## config.mk

```make
export PLATFORM = sky130hd
export DESIGN_NAME = bresenham_line_rasterizer_core
export DESIGN_NICKNAME = d
export VERILOG_FILES = /design/src/rtl/brl_pkg.sv /design/src/rtl/brl_front.sv /design/src/rtl/brl_cmd_queue.sv /design/src/rtl/brl_back.sv /design/src/rtl/bresenham_line_rasterizer_core.sv
export SDC_FILE = /design/constraint.sdc
export NUM_CORES = 1
export LEC_CHECK = 0
export ABC_AREA = 0
export BUFFER_PORTS_ARGS = -buffer_cell sky130_fd_sc_hd__buf_2
export CORE_MARGIN = 1
export CORE_UTILIZATION = 40
export CTS_BUF_LIST = sky130_fd_sc_hd__clkbuf_4 sky130_fd_sc_hd__clkbuf_8
export CTS_CLUSTER_SIZE = 24
export DETAILED_ROUTE_END_ITERATION = 6
export PLACE_DENSITY = 0.63
export SKIP_LAST_GASP = 1
export SYNTH_ARGS = -nofsm -noshare
export SYNTH_HDL_FRONTEND = slang
export SYNTH_SLANG_ARGS = --single-unit
```

## constraint.sdc

```tcl
create_clock -name clk -period 11.95 [get_ports clk]
set_input_delay 1.7925 -clock clk [delete_from_list [all_inputs] [get_ports clk]]
set_output_delay 1.7925 -clock clk [all_outputs]
set_load 0.03 [all_outputs]
```

## src/rtl/brl_pkg.sv

```systemverilog
// shared types and constants for the line rasterizer
// no dependencies
`default_nettype none

package brl_pkg;

    localparam int COORD_BITS = 12;
    localparam int ERR_BITS   = COORD_BITS + 3;
    localparam int QDEPTH     = 2;
    localparam int QCNT_BITS  = $clog2(QDEPTH + 1);

    typedef logic [COORD_BITS-1:0]      coord_t;
    typedef logic signed [ERR_BITS-1:0] err_t;
    typedef logic [QCNT_BITS-1:0]       qcnt_t;

    localparam logic ACT_START   = 1'b0;
    localparam logic ACT_ADVANCE = 1'b1;

    // classified command word passed from front to back
    typedef struct packed {
        logic   is_start;
        coord_t x;
        coord_t y;
        coord_t major;
        coord_t minor;
        logic   x_neg;
        logic   y_neg;
        logic   x_major;
    } cmd_t;

    // one emitted pixel
    typedef struct packed {
        coord_t x;
        coord_t y;
        logic   last;
    } pix_t;

endpackage

`default_nettype wire

```

## src/rtl/brl_front.sv

```systemverilog
// front end: takes input words, works out deltas, signs and major axis
// depends on brl_pkg
`default_nettype none

module brl_front
    import brl_pkg::*;
(
    input  wire logic   push,
    output logic        full,
    input  wire logic   action,
    input  wire coord_t x_start,
    input  wire coord_t y_start,
    input  wire coord_t x_end,
    input  wire coord_t y_end,
    input  wire logic   q_full,
    output logic        q_push,
    output cmd_t        q_cmd
);

    coord_t adx;
    coord_t ady;
    logic   x_neg;
    logic   y_neg;
    logic   x_major;

    always_comb
    begin
        x_neg   = x_end < x_start;
        y_neg   = y_end < y_start;
        adx     = x_neg ? (x_start - x_end) : (x_end - x_start);
        ady     = y_neg ? (y_start - y_end) : (y_end - y_start);
        // equal deltas make y the major axis
        x_major = adx > ady;

        q_cmd.is_start = (action == ACT_START);
        q_cmd.x        = x_start;
        q_cmd.y        = y_start;
        q_cmd.major    = x_major ? adx : ady;
        q_cmd.minor    = x_major ? ady : adx;
        q_cmd.x_neg    = x_neg;
        q_cmd.y_neg    = y_neg;
        q_cmd.x_major  = x_major;
    end

    assign full   = q_full;
    assign q_push = push && !q_full;

endmodule

`default_nettype wire

```

## src/rtl/brl_cmd_queue.sv

```systemverilog
// two-entry command queue between front and back
// depends on brl_pkg
`default_nettype none

module brl_cmd_queue
    import brl_pkg::*;
(
    input  wire logic clk,
    input  wire logic rst_n,
    input  wire logic wr_en,
    input  wire cmd_t wr_data,
    output logic      q_full,
    input  wire logic rd_en,
    output logic      q_empty,
    output cmd_t      rd_data
);

    cmd_t  mem_reg [QDEPTH];
    logic  wr_ptr_reg;
    logic  wr_ptr_next;
    logic  rd_ptr_reg;
    logic  rd_ptr_next;
    qcnt_t cnt_reg;
    qcnt_t cnt_next;
    logic  do_wr;
    logic  do_rd;

    assign q_full  = (cnt_reg == qcnt_t'(QDEPTH));
    assign q_empty = (cnt_reg == '0);
    assign rd_data = mem_reg[rd_ptr_reg];

    always_comb
    begin
        do_wr       = wr_en && !q_full;
        do_rd       = rd_en && !q_empty;
        wr_ptr_next = do_wr ? ~wr_ptr_reg : wr_ptr_reg;
        rd_ptr_next = do_rd ? ~rd_ptr_reg : rd_ptr_reg;
        cnt_next    = cnt_reg + qcnt_t'(do_wr) - qcnt_t'(do_rd);
    end

    always_ff @(posedge clk or negedge rst_n)
    begin
        if (!rst_n)
        begin
            wr_ptr_reg <= 1'b0;
            rd_ptr_reg <= 1'b0;
            cnt_reg    <= '0;
        end
        else
        begin
            wr_ptr_reg <= wr_ptr_next;
            rd_ptr_reg <= rd_ptr_next;
            cnt_reg    <= cnt_next;
        end
    end

    always_ff @(posedge clk)
    begin
        if (do_wr)
        begin
            mem_reg[wr_ptr_reg] <= wr_data;
        end
    end

endmodule

`default_nettype wire

```

## src/rtl/brl_back.sv

```systemverilog
// back end: stepping state, error term and two-entry result queue
// depends on brl_pkg
`default_nettype none

module brl_back
    import brl_pkg::*;
(
    input  wire logic clk,
    input  wire logic rst_n,
    input  wire logic q_empty,
    input  wire cmd_t q_cmd,
    output logic      q_pop,
    output logic      empty,
    input  wire logic pop,
    output coord_t    pixel_x,
    output coord_t    pixel_y,
    output logic      last_pixel
);

    // stepping state
    coord_t cur_x_reg, cur_x_next;
    coord_t cur_y_reg, cur_y_next;
    coord_t steps_reg, steps_next;
    err_t   err_reg, err_next;
    err_t   inc_lo_reg, inc_lo_next;
    err_t   inc_hi_reg, inc_hi_next;
    logic   x_neg_reg, x_neg_next;
    logic   y_neg_reg, y_neg_next;
    logic   x_major_reg, x_major_next;
    logic   busy_reg, busy_next;

    // result queue
    pix_t   out_mem_reg [QDEPTH];
    logic   owr_ptr_reg, owr_ptr_next;
    logic   ord_ptr_reg, ord_ptr_next;
    qcnt_t  ocnt_reg, ocnt_next;

    logic   out_room;
    logic   emit;
    logic   out_rd;
    pix_t   emit_pix;
    err_t   two_minor;
    err_t   two_major;
    err_t   major_ext;
    coord_t step_x;
    coord_t step_y;
    coord_t steps_dec;
    logic   minor_step;

    assign out_room   = (ocnt_reg != qcnt_t'(QDEPTH));
    assign q_pop      = !q_empty && out_room;
    assign empty      = (ocnt_reg == '0);
    assign out_rd     = pop && !empty;
    assign pixel_x    = out_mem_reg[ord_ptr_reg].x;
    assign pixel_y    = out_mem_reg[ord_ptr_reg].y;
    assign last_pixel = out_mem_reg[ord_ptr_reg].last;

    always_comb
    begin
        two_minor = {{(ERR_BITS-COORD_BITS-1){1'b0}}, q_cmd.minor, 1'b0};
        two_major = {{(ERR_BITS-COORD_BITS-1){1'b0}}, q_cmd.major, 1'b0};
        major_ext = {{(ERR_BITS-COORD_BITS){1'b0}}, q_cmd.major};

        step_x     = x_neg_reg ? (cur_x_reg - coord_t'(1)) : (cur_x_reg + coord_t'(1));
        step_y     = y_neg_reg ? (cur_y_reg - coord_t'(1)) : (cur_y_reg + coord_t'(1));
        steps_dec  = steps_reg - coord_t'(1);
        minor_step = !err_reg[ERR_BITS-1];

        cur_x_next   = cur_x_reg;
        cur_y_next   = cur_y_reg;
        steps_next   = steps_reg;
        err_next     = err_reg;
        inc_lo_next  = inc_lo_reg;
        inc_hi_next  = inc_hi_reg;
        x_neg_next   = x_neg_reg;
        y_neg_next   = y_neg_reg;
        x_major_next = x_major_reg;
        busy_next    = busy_reg;
        emit         = 1'b0;

        if (q_pop)
        begin
            if (q_cmd.is_start)
            begin
                // start: load state and show the first endpoint
                cur_x_next   = q_cmd.x;
                cur_y_next   = q_cmd.y;
                steps_next   = q_cmd.major;
                err_next     = two_minor - major_ext;
                inc_lo_next  = two_minor;
                inc_hi_next  = two_minor - two_major;
                x_neg_next   = q_cmd.x_neg;
                y_neg_next   = q_cmd.y_neg;
                x_major_next = q_cmd.x_major;
                busy_next    = (q_cmd.major != '0);
                emit         = 1'b1;
            end
            else if (busy_reg)
            begin
                // advance one pixel along the major axis
                if (x_major_reg || minor_step)
                begin
                    cur_x_next = step_x;
                end
                if (!x_major_reg || minor_step)
                begin
                    cur_y_next = step_y;
                end
                err_next   = err_reg + (minor_step ? inc_hi_reg : inc_lo_reg);
                steps_next = steps_dec;
                busy_next  = (steps_dec != '0);
                emit       = 1'b1;
            end
        end

        emit_pix.x    = cur_x_next;
        emit_pix.y    = cur_y_next;
        emit_pix.last = (steps_next == '0);

        owr_ptr_next = emit ? ~owr_ptr_reg : owr_ptr_reg;
        ord_ptr_next = out_rd ? ~ord_ptr_reg : ord_ptr_reg;
        ocnt_next    = ocnt_reg + qcnt_t'(emit) - qcnt_t'(out_rd);
    end

    always_ff @(posedge clk or negedge rst_n)
    begin
        if (!rst_n)
        begin
            cur_x_reg   <= '0;
            cur_y_reg   <= '0;
            steps_reg   <= '0;
            err_reg     <= '0;
            inc_lo_reg  <= '0;
            inc_hi_reg  <= '0;
            x_neg_reg   <= 1'b0;
            y_neg_reg   <= 1'b0;
            x_major_reg <= 1'b0;
            busy_reg    <= 1'b0;
            owr_ptr_reg <= 1'b0;
            ord_ptr_reg <= 1'b0;
            ocnt_reg    <= '0;
        end
        else
        begin
            cur_x_reg   <= cur_x_next;
            cur_y_reg   <= cur_y_next;
            steps_reg   <= steps_next;
            err_reg     <= err_next;
            inc_lo_reg  <= inc_lo_next;
            inc_hi_reg  <= inc_hi_next;
            x_neg_reg   <= x_neg_next;
            y_neg_reg   <= y_neg_next;
            x_major_reg <= x_major_next;
            busy_reg    <= busy_next;
            owr_ptr_reg <= owr_ptr_next;
            ord_ptr_reg <= ord_ptr_next;
            ocnt_reg    <= ocnt_next;
        end
    end

    always_ff @(posedge clk)
    begin
        if (emit)
        begin
            out_mem_reg[owr_ptr_reg] <= emit_pix;
        end
    end

endmodule

`default_nettype wire

```

## src/rtl/bresenham_line_rasterizer_core.sv

```systemverilog
// top level of the bresenham line rasterizer
// depends on brl_pkg, brl_front, brl_cmd_queue, brl_back
`default_nettype none

//  channel   direction  handshake         fields
//  ------------------------------------------------------------------------------
//  input     in         push / full       action, x_start, y_start, x_end, y_end
//  result    out        empty / pop       pixel_x, pixel_y, last_pixel
//
//  one word per cycle sustained while the result side keeps popping; a word is
//  registered in the command queue, its pixel then in the result queue, which
//  drives the pixel ports; the back end's bresenham add and compare sets the rate
//  reset clears both queues and the stepping state; the block is then idle
//  a stall on the result side fills the result queue, then the command queue,
//  then raises full; an advance word while idle is consumed with no result

module bresenham_line_rasterizer_core
    import brl_pkg::*;
(
    input  wire logic   clk,
    input  wire logic   rst_n,
    // input queue side
    input  wire logic   push,
    output logic        full,
    input  wire logic   action,
    input  wire coord_t x_start,
    input  wire coord_t y_start,
    input  wire coord_t x_end,
    input  wire coord_t y_end,
    // result queue side
    output logic        empty,
    input  wire logic   pop,
    output coord_t      pixel_x,
    output coord_t      pixel_y,
    output logic        last_pixel
);

    // front to queue
    logic q_full;
    logic q_push;
    cmd_t q_wr_cmd;

    // queue to back
    logic q_empty;
    logic q_pop;
    cmd_t q_rd_cmd;

    // classify the word and work out deltas and axis
    brl_front u_front
    (
        .push    (push),
        .full    (full),
        .action  (action),
        .x_start (x_start),
        .y_start (y_start),
        .x_end   (x_end),
        .y_end   (y_end),
        .q_full  (q_full),
        .q_push  (q_push),
        .q_cmd   (q_wr_cmd)
    );

    // short queue so front and back stall independently
    brl_cmd_queue u_cmd_queue
    (
        .clk     (clk),
        .rst_n   (rst_n),
        .wr_en   (q_push),
        .wr_data (q_wr_cmd),
        .q_full  (q_full),
        .rd_en   (q_pop),
        .q_empty (q_empty),
        .rd_data (q_rd_cmd)
    );

    // stepping engine and result queue
    brl_back u_back
    (
        .clk        (clk),
        .rst_n      (rst_n),
        .q_empty    (q_empty),
        .q_cmd      (q_rd_cmd),
        .q_pop      (q_pop),
        .empty      (empty),
        .pop        (pop),
        .pixel_x    (pixel_x),
        .pixel_y    (pixel_y),
        .last_pixel (last_pixel)
    );

endmodule

`default_nettype wire

```

## Yosys cells after proc, flatten, opt, wreduce, memory -nomap -nowiden

Memories as Yosys holds them, arrays and structs flattened.
Cells that the tools add are included.

- Add/sub/neg operators: 16
- Magnitude comparators: 3
- Equal/unequal tests: 2
- Multiplexer cells: 29
- Bitwise gates (word level): 5
- Reduce and logical (&&, ||, !) cells: 20

Operator list:

| operator | count |
|---|---|
| $mux 12 | 17 |
| $sub 12x12->12 | 4 |
| $mux 15 | 3 |
| $sub 12x1->12 const B | 3 |
| $add 12x1->12 const B | 2 |
| $lt 12x12->1 | 2 |
| $reduce_bool 12->1 | 2 |
| $add 15x15->15 | 1 |
| $sub 13x12->14 | 1 |
| $sub 13x13->14 | 1 |
| $gt 12x12->1 | 1 |
| $logic_not 12->1 | 1 |
| $mux 1 | 9 |
| $logic_and 1x1->1 | 5 |
| $logic_not 1->1 | 5 |
| $not 1->1 | 5 |
| $add 2x1->2 | 2 |
| $logic_not 2->1 | 2 |
| $reduce_and 2->1 | 2 |
| $sub 2x1->2 | 2 |
| $eq 2x2->1 const B | 1 |
| $logic_or 1x1->1 | 2 |
| $ne 2x2->1 const B | 1 |
| $reduce_bool 2->1 | 1 |

- Register bits: 90
- RAM bits: 154
- Bits of input ports: 53
- Output and inout bits: 27
- Memories: 2

Memories:

| name | depth | bits a word | read ports | clocked after memory_dff | wr ports | RTL line | source |
|---|---|---|---|---|---|---|---|
| u_cmd_queue.mem_reg | 2 | 52 | 1 | 0 | 1 | brl_cmd_queue.sv:18 | `cmd_t mem_reg [QDEPTH];` |
| u_back.out_mem_reg | 2 | 25 | 1 | 0 | 1 | brl_back.sv:33 | `pix_t out_mem_reg [QDEPTH];` |

## Longest topological paths before layout

- Depth in word-level cells: 6
- Gate-level depth with buffers: 22

## Cells and area by module

A second synthesis with hierarchy kept.

- Cell total of the unflattened synthesis: 1426
- Area, all modules: 15493.6 um^2

Modules (own cells, without submodules):

| module | times used | cells an instance | area each (um^2) |
|---|---|---|---|
| brl_back | 1 | 838 | 8234.1 |
| brl_cmd_queue | 1 | 180 | 4204.0 |
| brl_front | 1 | 408 | 3055.4 |

## Least setup slack after synthesis

No wires, ideal clock.

- Path type: input to register
- Start point: in x_end[0]
- End point: mem u_cmd_queue.mem_reg[0][11] (netlist bit) (data pin)
- Setup time: 0.285 ns
- Arrival: 6.235 ns
- Slack: 5.430 ns
- Stages: 21
- Path buffers: 3
- Path through: inv_1 > ha_1 > inv_1 > fa_1 > a211o_1 > o211ai_2 > a211oi_2 > or4_4 > a21oi_4 > buf_6 > mux2i_1 > xor2_1 > inv_1 > ha_1 > nand4_1 > or2_2 > nor2_1 > o22a_1 > clkbuf_1 > buf_1 > mux2i_1

RTL lines:

| what | RTL line | source |
|---|---|---|
| start: declaration | bresenham_line_rasterizer_core.sv:28 | `input wire coord_t x_end,` |
| end: declaration | brl_cmd_queue.sv:18 |  |

==> results.json <==
{
  "timing.rr.end": "u_back.inc_hi_reg[11]",
  "hold_path_class": "flop to flop",
  "vdd_ir_drop_max_mv": 0.1649,
  "worst_pin_slew_ns": 1.134,
  "cts_tree": "built",
  "min_from": "u_back.inc_lo_reg[4]",
  "largest_register_ff_count": 104,
  "failed_checks": "DRC",
  "die_w_um": 192.9,
  "crit_path_start_kind": "input port",
  "routed_via_density": 5.440,
  "fin_ws_ns": 5.547,
  "grt_max_degree": 66,
  "synth_compound_area_frac": 0.1474,
  "ys_seq_area_frac": 0.4664,
  "ys_ff_latch": 241,
  "synth-adder-area-share": 0.1153,
  "cp.arrival_ns": 6.67,
  "drive_above_1_share": 0.1661,
  "min_path_cells": 2,
  "syn_inst": 1363,
  "final_area_um2": 16310,
  "pin_count": 80,
  "num_vias": 10560,
  "instances_no_fill": 1942,
  "grt_pass1_wl_um": 54470,
  "ff2ff_setup_slack_ns": 7.66,
  "grt_pass1_vias": 10100,
  "n_antenna_cell": 0,
  "hold_viol_final": 0,
  "regArea_um2": 6803,
  "post_cts_resized": 0,
  "yosys.area_share.simple": 0.09798,
  "tns_ns": 0,
  "power_density_nw_per_um2": 324.3,
  "path_cells": "buf_2 > ha_1 > inv_1 > fa_1 > a211o_1 > o211ai_2 > a211oi_2 > or4_4 > a21oi_4 > mux2i_1 > xor2_1 > inv_1 > ha_1 > nand4_1 > or2_2 > nor2_1 > o22a_1 > buf_4 > mux2_2",
  "root_buffer": "clkbuf_8",
  "dp_worst_setup_slack_ns": 5.052,
  "setup_viol": 0,
  "synth_warnings": 0,
  "clock-sinks": 241,
  "clk_pin_slew_ns": 0.06,
  "reg2regPathDepth": 14,
  "drc_errors": 3,
  "drtAntennaViolNets": 0,
  "fin_nets": 1630,
  "synth_ff_type": "edfxtp_1",
  "p_leak_nw": 7.025,
  "hpwlAfterDp_um": 25310,
  "antenna_found_initial": 0,
  "synth_top_family_by_area": "compound AO/OA/AOI/OAI gates",
  "die_area_um2": 37230,
  "syn_area_um2": 14580,
  "routedWlPerCell_um": 18.06,
  "port_buffers": 79,
  "crit_path_end_kind": "flop",
  "grt_overflow": 0,
  "cp_max_fo": 26,
  "multi_input_area_um2": 7209,
  "skew_ns": 0.02932,
  "synth.distinct_cells": 79,
  "rr_startpoint": "u_cmd_queue.rd_ptr_reg",
  "fin_crit_sh": 0.5359,
  "htree_levels": 2,
  "holdBufCountCts": 0,
  "area_delta_synth_final_pct": 11.84,
  "placed_area_um2": 15480,
  "synth_mux_area_frac": 0.08742,
  "status": "finished, violations left",
  "min_period_ns": 6.403,
  "dp.cells": 1866,
  "synth-xor-area-share": 0.04384,
  "slew_viol_final": 0,
  "slew_headroom": 0.2439,
  "n_fill_cell": 3374,
  "utilization": 0.4563,
  "max_freq_mhz": 156.2,
  "ys_async_sr_fraction": 0.3610,
  "cp.required_ns": 12.22,
  "clk_latency_ns": 0.55,
  "mostFrequentLayoutCell": "edfxtp_1",
  "clock_path_buffers": 3,
  "rsz0062_at_grt": "no",
  "postRouteWirelength_um": 35070,
  "syn-num-nets": 1545,
  "cap_viol_max_count": 0,
  "min_to": "u_back.inc_lo_reg[4]",
  "synth_edf_count": 154,
  "core_um2": 35740,
  "slowest_delay_ns": 0.52,
  "crit_path_top_delay_cell": "a21oi_4",
  "fp-row-count": 69,
  "final_cell_mix": "edfxtp_1, nand2_1, ha_1, inv_1, a21oi_1",
  "die_y_um": 192.9,
  "drt_iter0_drc": 670,
  "path_class": "input port to flop",
  "initial_core_util": 0.4080,
  "place.gp.congestion": 0.8755,
  "drt-pass1-iter-count": 7,
  "track_usage": 0.1882,
  "synth.avg_cell_area_um2": 10.70,
  "post-cts-setup-buffers": 0,
  "cts-buffers-inserted": 41
}
-- cell families (layout without fill, tap and decap cells) --
family | after synthesis | in the layout
adder cells (fa/ha/maj) | 129 | 129
AO/OA/AOI/OAI | 334 | 334
multiplexers | 120 | 120
buffers and inverters | 158 | 276
AND/OR/NAND/NOR | 308 | 308
flip-flops | 241 | 241
XOR/XNOR | 73 | 73
-- per-layer routing --
layer | global-route usage | part of all wire | vias up
met1 | 0.2720 | 0.47 | 5146
li1 | - | - | 5103
met5 | 0 | 0 | -
met4 | 0.04597 | 0.018 | 0
met3 | 0.03077 | 0.054 | 44
met2 | 0.2936 | 0.46 | 271
-- worst max-delay path, delay by kind of cell --
kind / cells / cell delay [ns]
AOI/OAI and AO/OA: 5 / 1.30
and+or+nand+nor: 4 / 1.03
adders and majority gates: 3 / 0.88
muxes: 2 / 0.69
buffers and inverters: 4 / 0.67
xor gates and xnor gates: 1 / 0.28
-- cells in the mapped netlist (8+ instances only) --
library cell | number | area, um^2
edfxtp_1 | 154 | 4624
nand2_1 | 121 | 454.2
ha_1 | 120 | 1501
inv_1 | 110 | 412.9
a21oi_1 | 94 | 470.5
dfrtp_1 | 87 | 2177
o21ai_0 | 81 | 405.4
nor2_1 | 74 | 277.8
mux2i_1 | 64 | 640.6
mux2_2 | 55 | 619.3
xnor2_1 | 53 | 464.2
clkbuf_1 | 33 | 123.9
nor3_1 | 28 | 140.1
a21o_1 | 24 | 180.2
xor2_1 | 20 | 175.2
nor2b_1 | 19 | 118.9
a211oi_1 | 16 | 120.1
o22ai_1 | 13 | 81.33
a31oi_1 | 11 | 68.82
buf_1 | 10 | 37.54
nand3_1 | 10 | 50.05
o21a_1 | 10 | 75.07
o31ai_1 | 10 | 75.07
fa_1 | 9 | 180.2
o21bai_1 | 8 | 60.06
o22a_1 | 8 | 70.07
-- power by group --
part / internal (mW) / switching, mW
sequential: 1.38 / 0.181
combinational: 1.16 / 1.82
clock: 0.414 / 0.332
-- per-stage QoR --
stage	hold WS, ns	total power [mW]
after floorplan	0.4402	3.779
after global placement	0.4517	4.463
after detailed placement	0.4601	4.537
after CTS	0.4753	5.317
after global routing	0.5088	5.720
final	0.4712	5.289
-- worst max-delay path by stage --
| stage | slack (ns) | endpoint | cells after the start | start |
|---|---|---|---|---|
| final | 5.55 | u_cmd_queue.mem_reg[0][14] | 19 | x_start[0] |
| after global routing | 5.28 | u_cmd_queue.mem_reg[0][14] | 20 | x_start[0] |
| after CTS | 5.57 | u_cmd_queue.mem_reg[1][26] | 19 | x_start[0] |
| after detailed placement | 5.05 | u_cmd_queue.mem_reg[0][26] | 19 | x_start[0] |
| after global placement | 5.16 | u_cmd_queue.mem_reg[0][26] | 19 | x_start[0] |
| after floorplan | 5.43 | u_cmd_queue.mem_reg[0][11] | 21 | x_end[0] |
-- area by class of cell --
type	count	area share
Multi-Input combinational cell	964	0.4420
Clock buffer	62	0.04465
Tap cell	461	0.03536
Timing Repair Buffer	90	0.02946
Clock inverter	14	0.006137
Sequential cell	241	0.4171
Inverter	110	0.02531
Power figures use the tool's default switching activity.
